<file path="src/hw/rtl/overlap_blend_rel_norm_unit_macros.svh">
// Assertion macros used by the overlap blend and norm datapath.
`ifndef OVERLAP_BLEND_REL_NORM_UNIT_MACROS_SVH
`define OVERLAP_BLEND_REL_NORM_UNIT_MACROS_SVH

// Same-cycle implication, disabled while reset is asserted.
`define OBRN_ASSERT_IMPL(lbl, ck, rstn, ante, cons) \
    lbl: assert property (@(posedge ck) disable iff (!rstn) (ante) |-> (cons)) \
        else $error("obrn assertion failed");

// Next-cycle implication, disabled while reset is asserted.
`define OBRN_ASSERT_NEXT(lbl, ck, rstn, ante, cons) \
    lbl: assert property (@(posedge ck) disable iff (!rstn) (ante) |=> (cons)) \
        else $error("obrn assertion failed");

`endif

</file>
<file path="src/hw/rtl/obrn_pkg.sv">
// Package with types, constants and codes of the overlap blend and norm unit.
package obrn_pkg;

    localparam int OVERLAP_MAX_DEF = 256;
    localparam int VALUE_WIDTH_DEF = 32;

    localparam int CFG_IDX_W  = 8;
    localparam int CFG_DATA_W = 9;
    localparam int OW_W       = 9;

    localparam logic [CFG_IDX_W-1:0] REG_OVERLAP_WIDTH    = 8'd0;
    localparam logic [CFG_IDX_W-1:0] REG_SMOOTHING_ENABLE = 8'd1;

    localparam logic [OW_W-1:0] OW_RESET = 9'd2;
    localparam logic            EN_RESET = 1'b1;

    localparam int FRAC_W    = 16;
    localparam int SUM_W     = 64;
    localparam int NORM_W    = 32;
    localparam int DVD_W     = 96;
    localparam int DIV_CNT_W = 7;
    localparam int SQRT_STEPS = 32;
    localparam int SQRT_CNT_W = 5;

    typedef enum logic [3:0] {
        S_IDLE,
        S_WDIV_GO,
        S_WDIV_WAIT,
        S_MUL,
        S_BLEND,
        S_SQ_CHG,
        S_SQ_VAL,
        S_ACC,
        S_CHECK,
        S_NDIV_GO,
        S_NDIV_WAIT,
        S_SQRT,
        S_DONE
    } state_t;

    typedef struct packed {
        logic capture;
        logic wdiv_start;
        logic ndiv_start;
        logic mul;
        logic blend;
        logic sq_chg;
        logic sq_val;
        logic accum;
        logic sqrt_init;
        logic sqrt_step;
        logic load_out;
    } cmd_t;

    typedef struct packed {
        logic enable;
        logic last;
        logic div_busy;
        logic value_zero;
        logic norm_ovf;
        logic out_free;
    } sts_t;

endpackage

</file>
<file path="src/hw/rtl/obrn_ctrl.sv">
// Controller state machine sequencing the datapath for one word at a time.
module obrn_ctrl (
    input  logic           clk,
    input  logic           rst_n,
    input  logic           in_valid,
    output logic           in_ready,
    input  obrn_pkg::sts_t sts,
    output obrn_pkg::cmd_t cmd
);
    import obrn_pkg::*;

    state_t                state_reg, state_next;
    logic [SQRT_CNT_W-1:0] cnt_reg, cnt_next;

    always_ff @(posedge clk or negedge rst_n)
    begin
        if (!rst_n)
        begin
            state_reg <= S_IDLE;
            cnt_reg   <= '0;
        end
        else
        begin
            state_reg <= state_next;
            cnt_reg   <= cnt_next;
        end
    end

    always_comb
    begin
        state_next = state_reg;
        cnt_next   = cnt_reg;
        cmd        = '0;
        in_ready   = 1'b0;
        case (state_reg)
            S_IDLE:
            begin
                in_ready = 1'b1;
                if (in_valid)
                begin
                    cmd.capture = 1'b1;
                    state_next  = sts.enable ? S_WDIV_GO : S_DONE;
                end
            end
            S_WDIV_GO:
            begin
                cmd.wdiv_start = 1'b1;
                state_next     = S_WDIV_WAIT;
            end
            S_WDIV_WAIT:
            begin
                if (!sts.div_busy)
                begin
                    state_next = S_MUL;
                end
            end
            S_MUL:
            begin
                cmd.mul    = 1'b1;
                state_next = S_BLEND;
            end
            S_BLEND:
            begin
                cmd.blend  = 1'b1;
                state_next = S_SQ_CHG;
            end
            S_SQ_CHG:
            begin
                cmd.sq_chg = 1'b1;
                state_next = S_SQ_VAL;
            end
            S_SQ_VAL:
            begin
                cmd.sq_val = 1'b1;
                state_next = S_ACC;
            end
            S_ACC:
            begin
                cmd.accum  = 1'b1;
                state_next = S_CHECK;
            end
            S_CHECK:
            begin
                if (sts.last && !sts.value_zero && !sts.norm_ovf)
                begin
                    state_next = S_NDIV_GO;
                end
                else
                begin
                    state_next = S_DONE;
                end
            end
            S_NDIV_GO:
            begin
                cmd.ndiv_start = 1'b1;
                state_next     = S_NDIV_WAIT;
            end
            S_NDIV_WAIT:
            begin
                if (!sts.div_busy)
                begin
                    cmd.sqrt_init = 1'b1;
                    cnt_next      = '0;
                    state_next    = S_SQRT;
                end
            end
            S_SQRT:
            begin
                cmd.sqrt_step = 1'b1;
                cnt_next      = cnt_reg + 1'b1;
                if (cnt_reg == SQRT_CNT_W'(SQRT_STEPS - 1))
                begin
                    state_next = S_DONE;
                end
            end
            S_DONE:
            begin
                if (sts.out_free)
                begin
                    cmd.load_out = 1'b1;
                    state_next   = S_IDLE;
                end
            end
            default:
            begin
                state_next = S_IDLE;
            end
        endcase
    end

endmodule

</file>
<file path="config.mk">
export PLATFORM = sky130hd
export DESIGN_NAME = obrn_ctrl
export DESIGN_NICKNAME = d
export VERILOG_FILES = /design/src/hw/rtl/overlap_blend_rel_norm_unit_macros.svh /design/src/hw/rtl/obrn_pkg.sv /design/src/hw/rtl/obrn_ctrl.sv
export SDC_FILE = /design/constraint.sdc
export NUM_CORES = 1
export LEC_CHECK = 0
export BUFFER_PORTS_ARGS = -buffer_cell sky130_fd_sc_hd__buf_2
export CAP_MARGIN = 20
export CORE_UTILIZATION = 50
export DETAILED_ROUTE_END_ITERATION = 7
export GPL_TIMING_DRIVEN = 0
export PLACE_DENSITY = 0.79
export SLEW_MARGIN = 0
export SYNTH_ARGS = -nofsm -noshare
export SYNTH_HDL_FRONTEND = slang
export SYNTH_SLANG_ARGS = --single-unit
</file>
<file path="constraint.sdc">
create_clock -name clk -period 4.6 [get_ports clk]
set_clock_uncertainty 0.15 [all_clocks]
set_input_delay 0 -clock clk [delete_from_list [all_inputs] [get_ports clk]]
set_output_delay 0 -clock clk [all_outputs]
set_load 0.02 [all_outputs]
</file>
==> run metrics <==
final WL 1730 µm; fraction of layout cells with a size suffix above 1 0.3153; worst skew pair latency 0.27 ns; Global Route Usage Sum 0.2527; max-slew violation total from the final report 0; IO Port Bufs 20; max-cap violation count 0; Fillers 123; Warnings, synthesis 0; initial antenna violation count 0; number of synthesized register bits 9; syn_nets 94; Slowest-stage cell, CP dfrtp_1; die height 39.37 µm; diode count 0; M2 GR Usage 0.3875; Syn Inst Count 83; crit path cell chain ha_1, and3_1, ha_1, inv_1, a32oi_2, o22a_1, o2bb2ai_1; max reg flops 5; worst setup margin 2.792 ns; r2r endpoint state_reg[2]; placed wire-length estimate 1226 µm; Most used DFF post-synth dfrtp_1; largest net degree at the start of global routing 11; ys async rst share 1.000; row cnt 13; Critical Path Max Stage Delay 0.42 ns; total grt overflow 0; M1 GR Usage 0.3110; type of origin of the critical path flop; Num Clock Sinks 9; minimum clock period 1.808 ns; DRT Pass-1 Iters 4; Relative slew margins 0.7144; Max Root-Sink Buffers 2; cell taking the most area after synthesis dfrtp_1; Peak supply drop 0.3601 mV; die width 39.37 µm; Avg WL per Cell 13.73 µm; GP Congestion 0.7960; met3 global-route usage 0.09091; CP required 4.61 ns; Setup crit end state_reg[2]; dpl ws 2.804 ns; initial core utilization 0.5365; Max Freq 0.5531 GHz; CTS buffer count 3; Post-synth EDFFs 0; CP Capture Type flop; post-synth cell types 34; WP data arrival 1.82 ns; Setup Buffers After CTS 0; Final #Nets 123; Resized Gates After CTS 0; Max H-tree Level 1; total number of vias 723; CTS tree done; Power Density 644.4 nW/µm²; Reg-to-Reg Start cnt_reg[0]; final setup fails 0; vias in the first global route 555; worst hold path class in2reg; final hold violations 0; register area share after synthesis 0.3226; first-pass GRT wire length 2428 µm; Placeable Area 1301 µm²; Worst Tran Pin Value 0.4269 ns; leakage 0.4438 nW; area of the mapped netlist 698.2 µm²; most frequent cells in the layout buf_2, nand2_1, dfrtp_1; Die Area 1550 µm²; flop-to-flop setup slack 2.79 ns; gr busiest metal met2; hold wc startpoint sts[5]; post-synth top area share 0.3226; Antenna Nets Post-Route 0; initial DRC count 37; synth-to-layout area growth 26.52%; fin crit share 0.3931; Setup CP Type reg2reg; Reg2Reg Depth 7; synthesized area per cell 8.412 µm²; Max FO, Critical Path 4; Crit. Startpoint cnt_reg[0]; Hold WS 0.07945 ns; critical path's most frequent cell ha_1; RSZ-0062 raised after global routing no; clk slew on worst S/H paths 0.06 ns; status completed; most common cell after layout, fill and taps aside buf_2; DR vias/cell 5.738; I/O pin count 21; Residual DRC 0; synth top area cells dfrtp_1, o21ai_1, nand2_1, nor2_1, ha_1; clock root buffer clkbuf_4; Hold-fix buffers, CTS 4; TNS Setup 0 ns
worst max-delay path, delay by kind of cell, from the launching register on:
| family | cells | cell delay [ns] |
|---|---|---|
| compound gates | 3 | 0.44 |
| fa+ha+maj | 2 | 0.43 |
| buf+inv | 1 | 0.07 |
| flops | 1 | 0.42 |
| simple gates | 1 | 0.19 |
report_power, final:
part / total [mW] / internal [mW] / switching [mW] / leakage, nW
logic: 0.357 / 0.142 / 0.215 / 0.314
clock network: 0.0621 / 0.0335 / 0.0286 / 0.0150
registers: 0.150 / 0.115 / 0.0348 / 0.115
through the flow:
| step | instance area (µm²) | cells | utilization | total power, mW |
|---|---|---|---|---|
| 6_report | 883.3 | 126 | 0.6788 | 0.5693 |
| 5_1_grt | 883.3 | 126 | 0.6788 | 0.6082 |
| 4_1_cts | 883.3 | 126 | 0.6788 | 0.5693 |
| 3_5_place_dp | 817.0 | 118 | 0.6279 | 0.4988 |
| 3_3_place_gp | 817.0 | 118 | 0.6279 | 0.4867 |
| 2_1_floorplan | 698.2 | 83 | - | 0.4154 |
routing by layer:
| layer | part of all wire | vias to the layer above |
|---|---|---|
| met5 | 0 | - |
| met4 | 0.024 | 0 |
| met3 | 0.076 | 8 |
| met2 | 0.47 | 37 |
| met1 | 0.43 | 323 |
| li1 | - | 355 |
how the worst min path moves through the flow:
stage,to,cells after the start
2_1_floorplan,cnt_reg[0],0
3_3_place_gp,cnt_reg[4],1
3_5_place_dp,state_reg[3],1
4_1_cts,state_reg[0],5
5_1_grt,state_reg[0],5
6_report,state_reg[0],5
Yosys cell counts (2+ instances only):
cell type	instances
buf_4	3
ha_1	2
o21ai_0	2
a21oi_1	3
o22ai_1	4
dfrtp_1	9
nor3_1	5
nor2_1	7
o21ai_1	7
nand2_1	9
and2_1	2
nand3_1	2
inv_1	5
nand2b_1	3
cells by family (layout without fill, tap and decap cells):
family,after synthesis,in the layout,synth area share
xor gates and xnor gates,1,1,0.01255
buffers and inverters,11,39,0.08780
adders and majority gates,2,2,0.03584
AOI/OAI and AO/OA,25,25,0.2455
DFF,9,9,0.3226
and+or+nand+nor,35,35,0.2957
final cells by class:
type	instances	area [µm²]	area share
tap	15	18.77	0.02125
multi-input combinational	63	411.6	0.4660
sequential	9	225.2	0.2550
clock buffer	4	26.28	0.02975
buffer	5	38.79	0.04391
timing repair buffer	24	140.1	0.1586
inverter	6	22.52	0.02550
(Power assumes the default switching activity.)
